`config.mk`:
```
export PLATFORM = sky130hd
export DESIGN_NAME = request_batch_scheduler_core
export DESIGN_NICKNAME = d
export VERILOG_FILES = /design/src/sv/rbs_pkg.sv /design/src/sv/request_batch_scheduler_core.sv /design/src/sv/rbs_act_cell.sv /design/src/sv/rbs_wait_cell.sv
export SDC_FILE = /design/constraint.sdc
export NUM_CORES = 2
export LEC_CHECK = 0
export ABC_AREA = 0
export BUFFER_PORTS_ARGS = -buffer_cell sky130_fd_sc_hd__clkbuf_2
export CELL_PAD_IN_SITES_DETAIL_PLACEMENT = 0
export CELL_PAD_IN_SITES_GLOBAL_PLACEMENT = 1
export CORE_MARGIN = 1.5
export CORE_UTILIZATION = 25
export DETAILED_ROUTE_END_ITERATION = 6
export PLACE_DENSITY = 0.45
export SYNTH_ARGS = -nofsm -noshare
export SYNTH_HDL_FRONTEND = slang
export SYNTH_SLANG_ARGS = --single-unit
```
`constraint.sdc`:
```
create_clock -name clock -period 14.6 [get_ports clock]
set_input_delay 1.46 -clock clock [delete_from_list [all_inputs] [get_ports clock]]
set_output_delay 1.46 -clock clock [all_outputs]
set_load 0.05 [all_outputs]
```
`src/sv/rbs_pkg.sv`:
```
package rbs_pkg;

   localparam int DEF_ACTIVE_SLOTS = 8;
   localparam int DEF_TOTAL_SLOTS  = 32;
   localparam int DEF_TAG_BITS     = 16;

   localparam logic [1:0] CMD_SUBMIT = 2'd0;
   localparam logic [1:0] CMD_APPEND = 2'd1;
   localparam logic [1:0] CMD_CANCEL = 2'd2;
   localparam logic [1:0] CMD_NEXT   = 2'd3;

   localparam logic [2:0] ST_OK         = 3'd0;
   localparam logic [2:0] ST_INVALID    = 3'd1;
   localparam logic [2:0] ST_DUPLICATE  = 3'd2;
   localparam logic [2:0] ST_FULL       = 3'd3;
   localparam logic [2:0] ST_NOT_ACTIVE = 3'd4;
   localparam logic [2:0] ST_UNKNOWN    = 3'd5;

   localparam logic [1:0] RSN_EOS    = 2'd0;
   localparam logic [1:0] RSN_BUDGET = 2'd1;
   localparam logic [1:0] RSN_CANCEL = 2'd2;

   localparam logic [1:0] REG_MAX_ACTIVE = 2'd0;
   localparam logic [1:0] REG_MAX_TOTAL  = 2'd1;
   localparam logic [1:0] REG_EOS_TOKEN  = 2'd2;

   localparam logic [3:0]  RST_MAX_ACTIVE = 4'd8;
   localparam logic [5:0]  RST_MAX_TOTAL  = 6'd32;
   localparam logic [31:0] RST_EOS_TOKEN  = 32'd0;

   typedef struct packed {
      logic [1:0]         command;
      logic [15:0]        request_tag;
      logic [15:0]        prompt_length;
      logic [15:0]        token_budget;
      logic signed [31:0] token_value;
      logic [3:0]         batch_limit;
   } req_type;

   typedef struct packed {
      logic [2:0]  status;
      logic        finished;
      logic [15:0] finished_tag;
      logic [1:0]  end_cause;
      logic        admitted;
      logic [15:0] admitted_tag;
      logic        batch_valid;
      logic [15:0] batch_tag;
      logic        last;
   } rsp_type;

   typedef struct packed {
      logic remove_en;
      logic load_en;
      logic incr_en;
   } act_ctl_type;

   typedef struct packed {
      logic remove_en;
      logic shift_all;
      logic push_en;
   } wait_ctl_type;

endpackage

```
`src/sv/request_batch_scheduler_core.sv`:
```
// channel   direction  handshake               payload
// req_      in         req_valid / req_stall   req_data (req_type)
// rsp_      out        rsp_valid / rsp_stall   rsp_data (rsp_type)
// csr_      in         csr_valid / csr_ready   csr_index, csr_data
//
// one request at a time: accept, tag search, output register load, then the results
// one by one, each held while rsp_stall is high; submit, completion and next batch
// first run the admission state, which moves waiting requests one at a time into the
// active row by the single admission path until no more can be admitted
// reset clears counts, control and registers; tables are not cleared
// req_stall is high from accept until the last result transfer completes
module request_batch_scheduler_core import rbs_pkg::*; #(
   parameter int ACTIVE_SLOTS = DEF_ACTIVE_SLOTS,
   parameter int TOTAL_SLOTS  = DEF_TOTAL_SLOTS,
   parameter int TAG_BITS     = DEF_TAG_BITS
) (
   input  logic        clock,
   input  logic        reset,
   input  logic        req_valid,
   output logic        req_stall,
   input  req_type     req_data,
   output logic        rsp_valid,
   input  logic        rsp_stall,
   output rsp_type     rsp_data,
   input  logic        csr_valid,
   output logic        csr_ready,
   input  logic [1:0]  csr_index,
   input  logic [31:0] csr_data
);

   localparam int AC_W = $clog2(ACTIVE_SLOTS + 1);
   localparam int WC_W = $clog2(TOTAL_SLOTS + 1);
   localparam logic [31:0] TAG_MASK = 32'((64'd1 << TAG_BITS) - 64'd1);

   localparam logic [2:0] S_IDLE  = 3'd0;
   localparam logic [2:0] S_CHECK = 3'd1;
   localparam logic [2:0] S_ADMIT = 3'd2;
   localparam logic [2:0] S_OUT   = 3'd3;
   localparam logic [2:0] S_EMIT  = 3'd4;

   logic [2:0]          state_ff, state_in;
   logic [3:0]          max_active_ff;
   logic [5:0]          max_total_ff;
   logic [31:0]         eos_ff;
   logic [AC_W-1:0]     ac_ff, ac_in;
   logic [WC_W-1:0]     wc_ff, wc_in;
   logic [AC_W-1:0]     nadm_ff, nadm_in;
   logic [AC_W-1:0]     nb_ff, nb_in;
   logic [AC_W-1:0]     k_ff, k_in;
   logic [1:0]          cmd_ff;
   logic [TAG_BITS-1:0] tag_ff;
   logic [15:0]         plen_ff, bud_ff;
   logic [31:0]         tok_ff;
   logic [3:0]          blim_ff;
   logic [2:0]          status_ff, status_in;
   logic                fin_ff, fin_in;
   logic [1:0]          reason_ff, reason_in;
   logic                rsp_valid_ff, rsp_valid_in;
   rsp_type             rsp_ff;
   logic                rsp_load, adm_wr, bat_load;
   logic [AC_W-1:0]     k_sel, n_val;
   rsp_type             rsp_next;

   act_ctl_type         act_ctl;
   wait_ctl_type        wait_ctl;
   logic [TAG_BITS-1:0] tag_in;

   logic [ACTIVE_SLOTS-1:0] act_match, act_rm;
   logic [TAG_BITS-1:0]     act_tag [ACTIVE_SLOTS];
   logic [15:0]             act_gen [ACTIVE_SLOTS];
   logic [15:0]             act_bud [ACTIVE_SLOTS];
   logic [TOTAL_SLOTS-1:0]  wait_match, wait_rm;
   logic [TAG_BITS-1:0]     wait_tag [TOTAL_SLOTS];
   logic [15:0]             wait_bud [TOTAL_SLOTS];

   logic [TAG_BITS-1:0]     adm_ff [ACTIVE_SLOTS];
   logic [TAG_BITS-1:0]     bat_ff [ACTIVE_SLOTS];

   logic                act_any, wait_any;
   logic [15:0]         sel_gen, sel_bud, gen_inc;
   logic [5:0]          act_lim6;
   logic                admit_ok, full;

   assign req_stall = state_ff != S_IDLE;
   assign rsp_valid = rsp_valid_ff;
   assign rsp_data  = rsp_ff;
   assign csr_ready = 1'b1;
   assign tag_in    = TAG_BITS'(32'(req_data.request_tag) & TAG_MASK);

   genvar gi;
   generate
      for (gi = 0; gi < ACTIVE_SLOTS; gi++) begin : g_act
         logic                rin;
         logic [TAG_BITS-1:0] ntag;
         logic [15:0]         ngen, nbud;
         if (gi == 0) begin : g_first
            assign rin = 1'b0;
         end else begin : g_mid
            assign rin = act_rm[gi-1];
         end
         if (gi == ACTIVE_SLOTS - 1) begin : g_end
            assign ntag = '0;
            assign ngen = '0;
            assign nbud = '0;
         end else begin : g_nxt
            assign ntag = act_tag[gi+1];
            assign ngen = act_gen[gi+1];
            assign nbud = act_bud[gi+1];
         end
         rbs_act_cell #(.TAG_BITS(TAG_BITS), .CNT_W(AC_W), .IDX(gi)) u_cell (
            .clock       (clock),
            .ctl         (act_ctl),
            .count       (ac_ff),
            .search_tag  (tag_ff),
            .load_tag    (wait_tag[0]),
            .load_budget (wait_bud[0]),
            .rm_in       (rin),
            .nxt_tag     (ntag),
            .nxt_gen     (ngen),
            .nxt_budget  (nbud),
            .match       (act_match[gi]),
            .rm_out      (act_rm[gi]),
            .tag         (act_tag[gi]),
            .gen         (act_gen[gi]),
            .budget      (act_bud[gi])
         );
      end
      for (gi = 0; gi < TOTAL_SLOTS; gi++) begin : g_wait
         logic                rin;
         logic [TAG_BITS-1:0] ntag;
         logic [15:0]         nbud;
         if (gi == 0) begin : g_first
            assign rin = wait_ctl.shift_all;
         end else begin : g_mid
            assign rin = wait_rm[gi-1];
         end
         if (gi == TOTAL_SLOTS - 1) begin : g_end
            assign ntag = '0;
            assign nbud = '0;
         end else begin : g_nxt
            assign ntag = wait_tag[gi+1];
            assign nbud = wait_bud[gi+1];
         end
         rbs_wait_cell #(.TAG_BITS(TAG_BITS), .CNT_W(WC_W), .IDX(gi)) u_cell (
            .clock       (clock),
            .ctl         (wait_ctl),
            .count       (wc_ff),
            .search_tag  (tag_ff),
            .push_tag    (tag_ff),
            .push_budget (bud_ff),
            .rm_in       (rin),
            .nxt_tag     (ntag),
            .nxt_budget  (nbud),
            .match       (wait_match[gi]),
            .rm_out      (wait_rm[gi]),
            .tag         (wait_tag[gi]),
            .budget      (wait_bud[gi])
         );
      end
   endgenerate

   always_comb begin
      sel_gen = '0;
      sel_bud = '0;
      for (int i = 0; i < ACTIVE_SLOTS; i++) begin
         sel_gen = sel_gen | (act_match[i] ? act_gen[i] : 16'd0);
         sel_bud = sel_bud | (act_match[i] ? act_bud[i] : 16'd0);
      end
   end

   assign act_any  = |act_match;
   assign wait_any = |wait_match;
   assign gen_inc  = sel_gen + 16'd1;
   assign act_lim6 = ({2'b00, max_active_ff} < max_total_ff) ? {2'b00, max_active_ff}
                                                              : max_total_ff;
   assign admit_ok = (32'(ac_ff) < 32'(act_lim6)) && (32'(ac_ff) < ACTIVE_SLOTS)
                     && (wc_ff != '0);
   assign full = ((32'(ac_ff) + 32'(wc_ff)) >=
                  ((32'(max_total_ff) > TOTAL_SLOTS) ? TOTAL_SLOTS : 32'(max_total_ff)))
                 || (32'(wc_ff) >= TOTAL_SLOTS);

   assign k_sel = (state_ff == S_OUT) ? '0 : k_ff;
   always_comb begin
      n_val = AC_W'(1);
      if (nadm_ff > n_val) n_val = nadm_ff;
      if (nb_ff > n_val) n_val = nb_ff;
   end

   always_comb begin
      rsp_next               = '0;
      rsp_next.status        = status_ff;
      rsp_next.finished      = (k_sel == '0) && fin_ff;
      rsp_next.finished_tag  = ((k_sel == '0) && fin_ff) ? 16'(tag_ff) : 16'd0;
      rsp_next.end_cause     = ((k_sel == '0) && fin_ff) ? reason_ff : 2'd0;
      rsp_next.admitted      = k_sel < nadm_ff;
      rsp_next.admitted_tag  = (k_sel < nadm_ff) ? 16'(adm_ff[0]) : 16'd0;
      rsp_next.batch_valid   = k_sel < nb_ff;
      rsp_next.batch_tag     = (k_sel < nb_ff) ? 16'(bat_ff[0]) : 16'd0;
      rsp_next.last          = (k_sel + AC_W'(1)) == n_val;
   end

   always_comb begin
      state_in     = state_ff;
      ac_in        = ac_ff;
      wc_in        = wc_ff;
      nadm_in      = nadm_ff;
      nb_in        = nb_ff;
      k_in         = k_ff;
      status_in    = status_ff;
      fin_in       = fin_ff;
      reason_in    = reason_ff;
      rsp_valid_in = rsp_valid_ff;
      act_ctl      = '0;
      wait_ctl     = '0;
      rsp_load     = 1'b0;
      adm_wr       = 1'b0;
      bat_load     = 1'b0;
      unique case (state_ff)
         S_IDLE: begin
            if (req_valid) begin
               status_in = ST_OK;
               fin_in    = 1'b0;
               reason_in = RSN_EOS;
               nadm_in   = '0;
               nb_in     = '0;
               state_in  = S_CHECK;
            end
         end
         S_CHECK: begin
            state_in = S_OUT;
            unique case (cmd_ff)
               CMD_SUBMIT: begin
                  if (tag_ff == '0 || plen_ff == 16'd0 || bud_ff == 16'd0) begin
                     status_in = ST_INVALID;
                  end else if (act_any || wait_any) begin
                     status_in = ST_DUPLICATE;
                  end else if (full) begin
                     status_in = ST_FULL;
                  end else begin
                     wait_ctl.push_en = 1'b1;
                     wc_in            = wc_ff + WC_W'(1);
                     state_in         = S_ADMIT;
                  end
               end
               CMD_APPEND: begin
                  if (!act_any) begin
                     status_in = ST_NOT_ACTIVE;
                  end else if (tok_ff == eos_ff || gen_inc >= sel_bud) begin
                     act_ctl.remove_en = 1'b1;
                     fin_in            = 1'b1;
                     reason_in         = (tok_ff == eos_ff) ? RSN_EOS : RSN_BUDGET;
                     ac_in             = ac_ff - AC_W'(1);
                     state_in          = S_ADMIT;
                  end else begin
                     act_ctl.incr_en = 1'b1;
                  end
               end
               CMD_CANCEL: begin
                  if (act_any) begin
                     act_ctl.remove_en = 1'b1;
                     fin_in            = 1'b1;
                     reason_in         = RSN_CANCEL;
                     ac_in             = ac_ff - AC_W'(1);
                     state_in          = S_ADMIT;
                  end else if (wait_any) begin
                     wait_ctl.remove_en = 1'b1;
                     fin_in             = 1'b1;
                     reason_in          = RSN_CANCEL;
                     wc_in              = wc_ff - WC_W'(1);
                  end else begin
                     status_in = ST_UNKNOWN;
                  end
               end
               default: begin
                  state_in = S_ADMIT;
               end
            endcase
         end
         S_ADMIT: begin
            if (admit_ok) begin
               act_ctl.load_en    = 1'b1;
               wait_ctl.shift_all = 1'b1;
               adm_wr             = 1'b1;
               nadm_in            = nadm_ff + AC_W'(1);
               ac_in              = ac_ff + AC_W'(1);
               wc_in              = wc_ff - WC_W'(1);
            end else begin
               state_in = S_OUT;
               if (cmd_ff == CMD_NEXT) begin
                  bat_load = 1'b1;
                  nb_in    = (blim_ff != 4'd0 && 32'(blim_ff) < 32'(ac_ff)) ?
                             AC_W'(blim_ff) : ac_ff;
               end
            end
         end
         S_OUT: begin
            rsp_load     = 1'b1;
            rsp_valid_in = 1'b1;
            k_in         = AC_W'(1);
            state_in     = S_EMIT;
         end
         S_EMIT: begin
            if (!rsp_stall) begin
               if (k_ff == n_val) begin
                  rsp_valid_in = 1'b0;
                  state_in     = S_IDLE;
               end else begin
                  rsp_load = 1'b1;
                  k_in     = k_ff + AC_W'(1);
               end
            end
         end
         default: begin
            state_in = S_IDLE;
         end
      endcase
   end

   always_ff @(posedge clock) begin
      if (reset) begin
         state_ff      <= S_IDLE;
         ac_ff         <= '0;
         wc_ff         <= '0;
         nadm_ff       <= '0;
         nb_ff         <= '0;
         k_ff          <= '0;
         status_ff     <= ST_OK;
         fin_ff        <= 1'b0;
         reason_ff     <= RSN_EOS;
         rsp_valid_ff  <= 1'b0;
         max_active_ff <= RST_MAX_ACTIVE;
         max_total_ff  <= RST_MAX_TOTAL;
         eos_ff        <= RST_EOS_TOKEN;
      end else begin
         state_ff     <= state_in;
         ac_ff        <= ac_in;
         wc_ff        <= wc_in;
         nadm_ff      <= nadm_in;
         nb_ff        <= nb_in;
         k_ff         <= k_in;
         status_ff    <= status_in;
         fin_ff       <= fin_in;
         reason_ff    <= reason_in;
         rsp_valid_ff <= rsp_valid_in;
         if (csr_valid) begin
            case (csr_index)
               REG_MAX_ACTIVE: max_active_ff <= csr_data[3:0];
               REG_MAX_TOTAL:  max_total_ff  <= csr_data[5:0];
               REG_EOS_TOKEN:  eos_ff        <= csr_data;
               default: ;
            endcase
         end
      end
   end

   // request payload and result chains
   always_ff @(posedge clock) begin
      if (state_ff == S_IDLE && req_valid) begin
         cmd_ff  <= req_data.command;
         tag_ff  <= tag_in;
         plen_ff <= req_data.prompt_length;
         bud_ff  <= req_data.token_budget;
         tok_ff  <= req_data.token_value;
         blim_ff <= req_data.batch_limit;
      end
      if (rsp_load) begin
         rsp_ff <= rsp_next;
      end
      for (int i = 0; i < ACTIVE_SLOTS; i++) begin
         if (adm_wr && (nadm_ff == AC_W'(i))) begin
            adm_ff[i] <= wait_tag[0];
         end else if (rsp_load) begin
            adm_ff[i] <= (i == ACTIVE_SLOTS - 1) ? '0 : adm_ff[(i + 1) % ACTIVE_SLOTS];
         end
         if (bat_load) begin
            bat_ff[i] <= act_tag[i];
         end else if (rsp_load) begin
            bat_ff[i] <= (i == ACTIVE_SLOTS - 1) ? '0 : bat_ff[(i + 1) % ACTIVE_SLOTS];
         end
      end
   end

endmodule

```
`src/sv/rbs_act_cell.sv`:
```
module rbs_act_cell import rbs_pkg::*; #(
   parameter int TAG_BITS = DEF_TAG_BITS,
   parameter int CNT_W    = 4,
   parameter int IDX      = 0
) (
   input  logic                clock,
   input  act_ctl_type         ctl,
   input  logic [CNT_W-1:0]    count,
   input  logic [TAG_BITS-1:0] search_tag,
   input  logic [TAG_BITS-1:0] load_tag,
   input  logic [15:0]         load_budget,
   input  logic                rm_in,
   input  logic [TAG_BITS-1:0] nxt_tag,
   input  logic [15:0]         nxt_gen,
   input  logic [15:0]         nxt_budget,
   output logic                match,
   output logic                rm_out,
   output logic [TAG_BITS-1:0] tag,
   output logic [15:0]         gen,
   output logic [15:0]         budget
);

   logic [TAG_BITS-1:0] tag_ff;
   logic [15:0]         gen_ff;
   logic [15:0]         budget_ff;
   logic                occupied;

   assign occupied = CNT_W'(IDX) < count;
   assign match    = occupied && (tag_ff == search_tag);
   assign rm_out   = rm_in | match;
   assign tag      = tag_ff;
   assign gen      = gen_ff;
   assign budget   = budget_ff;

   always_ff @(posedge clock) begin
      if (ctl.remove_en && rm_out) begin
         tag_ff    <= nxt_tag;
         gen_ff    <= nxt_gen;
         budget_ff <= nxt_budget;
      end else if (ctl.load_en && (CNT_W'(IDX) == count)) begin
         tag_ff    <= load_tag;
         gen_ff    <= 16'd0;
         budget_ff <= load_budget;
      end else if (ctl.incr_en && match) begin
         gen_ff <= gen_ff + 16'd1;
      end
   end

endmodule

```
`src/sv/rbs_wait_cell.sv`:
```
module rbs_wait_cell import rbs_pkg::*; #(
   parameter int TAG_BITS = DEF_TAG_BITS,
   parameter int CNT_W    = 6,
   parameter int IDX      = 0
) (
   input  logic                clock,
   input  wait_ctl_type        ctl,
   input  logic [CNT_W-1:0]    count,
   input  logic [TAG_BITS-1:0] search_tag,
   input  logic [TAG_BITS-1:0] push_tag,
   input  logic [15:0]         push_budget,
   input  logic                rm_in,
   input  logic [TAG_BITS-1:0] nxt_tag,
   input  logic [15:0]         nxt_budget,
   output logic                match,
   output logic                rm_out,
   output logic [TAG_BITS-1:0] tag,
   output logic [15:0]         budget
);

   logic [TAG_BITS-1:0] tag_ff;
   logic [15:0]         budget_ff;
   logic                occupied;

   assign occupied = CNT_W'(IDX) < count;
   assign match    = occupied && (tag_ff == search_tag);
   assign rm_out   = rm_in | match;
   assign tag      = tag_ff;
   assign budget   = budget_ff;

   always_ff @(posedge clock) begin
      if ((ctl.remove_en || ctl.shift_all) && rm_out) begin
         tag_ff    <= nxt_tag;
         budget_ff <= nxt_budget;
      end else if (ctl.push_en && (CNT_W'(IDX) == count)) begin
         tag_ff    <= push_tag;
         budget_ff <= push_budget;
      end
   end

endmodule

```
# == Word-level counts from Yosys, hierarchy flattened ==
# Memory sizes are Yosys's and may differ from the RTL's. A register that Yosys moved wholly into a read port is not among the register bits.
# Cells that the tools add are included.
# totals
register_bits,1593
latchBits,0
ram_bits,256
rom_bits,0
inputBits,125
elab_cells,935
memories,2
# memory_table
name,depth,width,read_ports,rd_clocked_by_memory_dff,wr,line,rtl
adm_ff,8,16,8,1,8,request_batch_scheduler_core.sv:76,logic [TAG_BITS-1:0] adm_ff [ACTIVE_SLOTS];
bat_ff,8,16,8,1,8,request_batch_scheduler_core.sv:77,logic [TAG_BITS-1:0] bat_ff [ACTIVE_SLOTS];
# classes
n_addsub,17
multipliers,0
n_div,0
order_cmp,52
n_eq_ne,119
shift,0
n_mux,336
bitwise,69
n_reduce_logical,226
# ops
cell,count
2-to-1 mux 16 bit,205
== test 16 bit,40
OR 16 bit,14
adder 16 x 1 -> 16 bit (second input constant),9
logical AND 1 bit,141
== test 5 x 6 -> 1 bit (first input constant),16
< comparator 5 x 6 -> 1 bit (first input constant),16
nonzero test 2 bit,42
2-to-1 mux 1 bit,75
2-to-1 mux 4 bit,14
OR 1 bit,55
== test 4 x 6 -> 1 bit (first input constant),8
zero test 16 bit,3
< comparator 4 x 6 -> 1 bit (first input constant),8
2-to-1 mux 6 bit,8
case mux 4 bit (2 select lines),5
2-to-1 mux 3 bit,11
== test 32 bit,1
OR reduction 32 bit,1
!= test 3 bit (second input constant),10
== test 3 x 6 -> 1 bit (first input constant),4
< comparator 3 x 6 -> 1 bit (first input constant),4
case mux 6 bit (2 select lines),2
nonzero test 3 bit,8
60 further kinds,119

# == Depth between registers and ports, before layout ==
# depth
word_depth,40
ltp_mapped,29

# == Modules after synthesis ==
# From an unflattened synthesis, not the netlist that was laid out.
# hier_totals
hier_cells,12843
hier_area_um2,129788.2
# modules_own_cells
mod,instances,cells_each,area_each_um2,seq_area_each_um2
request_batch_scheduler_core,1,1695,21972.3,13462.9
rbs_wait_cell (g_wait[15].u_cell ...),2,292,2785.2,960.9
rbs_wait_cell (g_wait[4].u_cell ...),2,294,2577.5,960.9
rbs_act_cell (g_act[4].u_cell),1,439,3763.6,1441.4
rbs_act_cell (g_act[0].u_cell),1,435,3747.3,1441.4
rbs_act_cell (g_act[1].u_cell),1,434,3701.0,1441.4
rbs_wait_cell (g_wait[11].u_cell),1,293,2865.2,960.9
rbs_wait_cell (g_wait[23].u_cell),1,291,2851.5,960.9
rbs_wait_cell (g_wait[24].u_cell),1,292,2840.2,960.9
rbs_wait_cell (g_wait[1].u_cell),1,291,2821.5,960.9
rbs_act_cell (g_act[6].u_cell),1,193,2812.7,1441.4
rbs_wait_cell (g_wait[7].u_cell),1,290,2793.9,960.9
rbs_wait_cell (g_wait[28].u_cell),1,292,2790.2,960.9
rbs_wait_cell (g_wait[16].u_cell),1,290,2788.9,960.9
+25 rows,n/a,n/a,n/a,n/a

# == Worst setup path before layout ==
# Ideal clock, no wire load.
# synth_timing
path_kind,flip-flop to flip-flop
start,reg nadm_ff[0]
end,"mem bat_ff[0][0] (netlist name), enable pin"
arrival_time_ns,6.244
required_time_ns,13.491
slack_ns,7.247
stages_incl_launch_ff,18
path_buffers,3
period_less_slack_ns,7.353
path_cell_list,dfxtp_1 > inv_1 > ha_1 > o21ai_0 > nand2_1 > ha_1 > nor2b_1 > o21a_1 > o21a_1 > o21ai_1 > mux2_2 > xnor2_1 > or4_1 > a21oi_1 > clkbuf_1 > clkbuf_1 > buf_1 > nand2_1
# synth_lines
element,line,rtl
"start, declared",request_batch_scheduler_core.sv:47,"logic [AC_W-1:0] nadm_ff, nadm_in;"
"start signal, assigned",request_batch_scheduler_core.sv:338,nadm_ff <= nadm_in;
"end, declared",request_batch_scheduler_core.sv:77,

# == Worst setup path in the final report ==
# layout_timing
start,reg tag_ff[5]
end,"reg g_act[5].u_cell.gen_ff[9], enable pin"
# layout_via
elab_chain_cells,19
# layout_lines
element,line,rtl
"start, declared",request_batch_scheduler_core.sv:51,logic [TAG_BITS-1:0] tag_ff;
"start signal, assigned",request_batch_scheduler_core.sv:360,tag_ff <= tag_in;
== test 16 bit,rbs_act_cell.sv:29,assign match = occupied && (tag_ff == search_tag);
logical AND 1 bit,rbs_act_cell.sv:29,
2-to-1 mux 16 bit,request_batch_scheduler_core.sv:166,sel_gen = sel_gen | (act_match[i] ? act_gen[i] : 16'd0);
OR 16 bit (7 in a row),request_batch_scheduler_core.sv:166,
adder 16 x 1 -> 16 bit,request_batch_scheduler_core.sv:173,assign gen_inc = sel_gen + 16'd1;
greater-or-equal comparator 16 bit,request_batch_scheduler_core.sv:248,end else if (tok_ff == eos_ff || gen_inc >= sel_bud) begin
logical OR 1 bit,request_batch_scheduler_core.sv:248,
2-to-1 mux 1 bit,request_batch_scheduler_core.sv:248,
2-to-1 mux 1 bit,request_batch_scheduler_core.sv:246,if (!act_any) begin
case mux 1 bit (2 select lines) / 2-to-1 mux 1 bit (equally long branches),request_batch_scheduler_core.sv:231,unique case (cmd_ff)
2-to-1 mux 1 bit,request_batch_scheduler_core.sv:218,unique case (state_ff)
"logical AND 1 bit, on equally long branches","rbs_act_cell.sv:36, rbs_act_cell.sv:44",
nonzero test 3 bit (no source line) (*),n/a,
"end signal, assigned",rbs_act_cell.sv:38,gen_ff <= nxt_gen;
"end signal, assigned",rbs_act_cell.sv:45,gen_ff <= gen_ff + 16'd1;
"end, declared",rbs_act_cell.sv:24,logic [15:0] gen_ff;
# Mark *: on every way between the ends. The rest lies on a longest branch, timed or not.
# A chain may end at the register's enable or synchronous reset.

==> impl_metrics.toml <==
[synth]
synth_area_leaders = "edfxtp_1 (57%), mux2_1 (11%), mux2_2 (4.1%), xor2_1 (4.0%), xnor2_1 (3.9%)"
ys_async_sr_fraction_pct = 0
synth_nets = 7064
ys_ff_latch = 1881
yosysTopAreaCell = "edfxtp_1"
synth_seq_area_share_pct = 59.90
yosysWarnings = 0
synth_cells = 6864
yosys.area.top_type_share_pct = 56.54
ys_types = 87
synth_ff_type = "edfxtp_1"
syn_area_per_cell_um2 = 13.36
synth-edff-count = 1727
synth_area_um2 = 91720

[setup_path]
cp-end-kind = "register"
reg2regPathDepth = 24
crit_arrival_ns = 9.93
cp_num_buf_inv = 3
crit_cells = 24
slowest_stage = "nor4_1"
rr_startpoint = "tag_ff[5]"
worstSetupEndpoint = "g_act[5].u_cell.gen[9]"
crit_path_max_fanout = 49
crit_chain = "buf_4, xnor2_1, nand4_1, nor4_1, and2_1, buf_4, a22oi_1, nand3b_1, a21boi_0, nand4_1, nor4_1, xnor2_1, ha_1, a21o_1, a21o_1, a21oi_1, nor2_1, a2111oi_0, o21ai_0, a21oi_1, nor3_2, buf_4, a41o_2, a21o_1"
reg2reg_slack_ns = 5.17
slowest_delay_ns = 1.16
crit_start = "tag_ff[5]"
rr_endpoint = "g_act[5].u_cell.gen[9]"
cp-start-kind = "register"
required_ns = 15.10
crit_family = "compound AO/OA/AOI/OAI gates"
critical_path_class = "reg -> reg"

[sta]
timing.final.crit_period_ns = 9.428
rsz0062_at_grt = "false"
finalClockSkew_ns = 0.05457
period_share_pct = 64.57
setup_viol = 0
timing.hold.ws_ns = 0.4344
fin_tns_setup_ns = 0
relSlewSlack_pct = 5.317
hold_viol = 0
tightest_slew_ns = 1.407
slew_violations = 0
fin_ws_ns = 5.172
fmax_mhz = 106.1

[grt]
grt_pass1_vias = 57850
overflow = 0
grt_usage_pct = 15.82
grt_max_degree = 169
antenna_found_initial = 19
grt_pass1_wl_um = 434700

[clocking]
clock-sinks = 1881
clk_path_buf_depth = 4
htree_levels = 4
post_cts_buffers = 0
cts.repair.resized = 0
cts_tree = "built"
cts_root_buffer = "clkbuf_16"
ctsHoldBuffers = 0
clock_latency_ns = 0.90
cts_buffers = 224
path_clk_slew_ns = 0.06

[place]
portBuffers = 183
dpl_cell_area_um2 = 98300
gp_congestion = 0.8373
pre_cts_ws_ns = 5.053
hpwl_um = 201200

[pwr]
p_leak_nw = 34.79
powerDensity_nw_per_um2 = 131.5
p_total_mw = 13.86
ir_worst_vdd_mv = 0.09397

[floorplanning]
die_h_um = 608.7
io_pins = 185
coreArea_um2 = 365500
initial_core_util_pct = 25.09
dieArea_um2 = 370500
rows = 222
die_x_um = 608.7

[run]
maxCapViolations = 0

[drt]
routedWlPerCell_um = 24.91
drtIter0Drc = 4148
vias = 55090
firstDrtPassIters = 5
wl_um = 298000
via_per_inst = 4.605
drc = 0
ant_nets = 0

[hold_path]
holdPathStages = 0
hold_path.class = "reg -> reg"

[layout]
seq_area_um2 = 54940
drive_gt1_share_pct = 15.44
num-fill-cells = 37080
syn_to_final_growth_pct = 14.89
nets = 7161
multiInputGateArea_um2 = 34760
final_common_cell = "edfxtp_1"
final_cell_mix = "edfxtp_1 (1,727), nand2_1 (889), mux2_1 (884)"
fin_area_um2 = 105400

[outcome]
status = "completed"
## per-stage QoR
step           util, %  std cells
3_3_place_gp     26.89      11550
6_report         28.83      11960
2_1_floorplan        -       6864
5_1_grt          28.83      11960
3_5_place_dp     26.89      11550
4_1_cts          28.83      11960
## sequential cells by signal, indices dropped and copies added (netlist names), 6 cells and up
| name | flops |
|---|---|
| wc_ff | 6 |
| g_act.u_cell.budget | 128 |
| plen_ff | 16 |
| tag_ff | 16 |
| bat_ff | 128 |
| bud_ff | 16 |
| adm_ff | 128 |
| max_total_ff | 6 |
| eos_ff | 32 |
| g_wait.u_cell.tag | 512 |
| g_act.u_cell.tag | 128 |
| g_act.u_cell.gen | 128 |
| rsp_data | 57 |
| g_wait.u_cell.budget | 512 |
| tok_ff | 32 |
## metal layers
metal  vias up  global-route usage [%]  part of all wire, %
met1     28310                   22.24                   48
met2      1029                   25.99                   47
li1      25430                       -                    -
met3       318                   1.840                  3.5
met5         -                       0               0.0047
met4         2                   3.532                  2.1
## where the power goes
group          total [mW]  internal (mW)  switching (mW)  leakage, nW
Combinational        1.94          0.638            1.31         14.5
Clock                5.57           3.23            2.33         3.45
Sequential           6.35           6.24           0.112         16.9
Total                13.9           10.1            3.75         34.8
## worst min path at each step
| stage | endpoint | startpoint |
|---|---|---|
| 2_1_floorplan | rsp_data[54] | status_ff[0] |
| 4_1_cts | rsp_data[55] | status_ff[1] |
| 3_3_place_gp | rsp_data[55] | status_ff[1] |
| 6_report | rsp_data[55] | status_ff[1] |
| 3_5_place_dp | rsp_data[55] | status_ff[1] |
| 5_1_grt | rsp_data[55] | status_ff[1] |
## final cells by class
type / count / share of cell area (%)
repair buffers: 359 / 2.218
inverters: 60 / 0.2208
clock inverters: 112 / 0.9949
well taps: 4816 / 5.718
clock buffers: 297 / 5.725
multi-input cells: 4435 / 32.98
diodes: 2 / 0.004749
flip-flops and latches: 1881 / 52.14
## logic make-up after synthesis
logic type	after synthesis	synth area share, %
xor gates and xnor gates	819	7.820
other	1	0.004088
buffers and inverters	548	2.728
adders and majority gates	75	1.031
DFF	1881	59.90
AOI/OAI and AO/OA	513	3.875
and+or+nand+nor	1742	8.955
muxes	1285	15.69
## worst reg2reg max path, cell delays in order (launching register included)
cell       delay, ns
edfxtp_1        0.38
buf_4           0.58
xnor2_1         0.20
nand4_1         0.12
nor4_1          1.16
and2_1          0.25
buf_4           0.44
a22oi_1         0.19
nand3b_1        0.20
a21boi_0        0.45
nand4_1         0.40
nor4_1          0.44
xnor2_1         0.16
ha_1            0.26
a21o_1          0.16
a21o_1          0.17
a21oi_1         0.18
nor2_1          0.06
a2111oi_0       0.42
o21ai_0         0.29
a21oi_1         0.87
nor3_2          0.06
buf_4           0.33
a41o_2          0.68
a21o_1          0.61
## cell usage after synthesis, types with 52 or more instances
| cell | n |
|---|---|
| buf_2 | 119 |
| a21oi_1 | 96 |
| nor4_1 | 113 |
| a22oi_1 | 52 |
| o21ai_0 | 117 |
| xnor2_1 | 405 |
| xor2_1 | 414 |
| inv_1 | 59 |
| mux2_1 | 884 |
| ha_1 | 74 |
| and3_1 | 72 |
| nor3_1 | 58 |
| edfxtp_1 | 1727 |
| nand4_1 | 111 |
| mux2i_1 | 66 |
| dfxtp_1 | 154 |
| nand3_1 | 138 |
| nand2_1 | 890 |
| buf_4 | 67 |
| clkbuf_1 | 277 |
| mux2_2 | 335 |
| nor2_1 | 148 |
| and2_1 | 80 |
(Power assumes the default switching activity.)
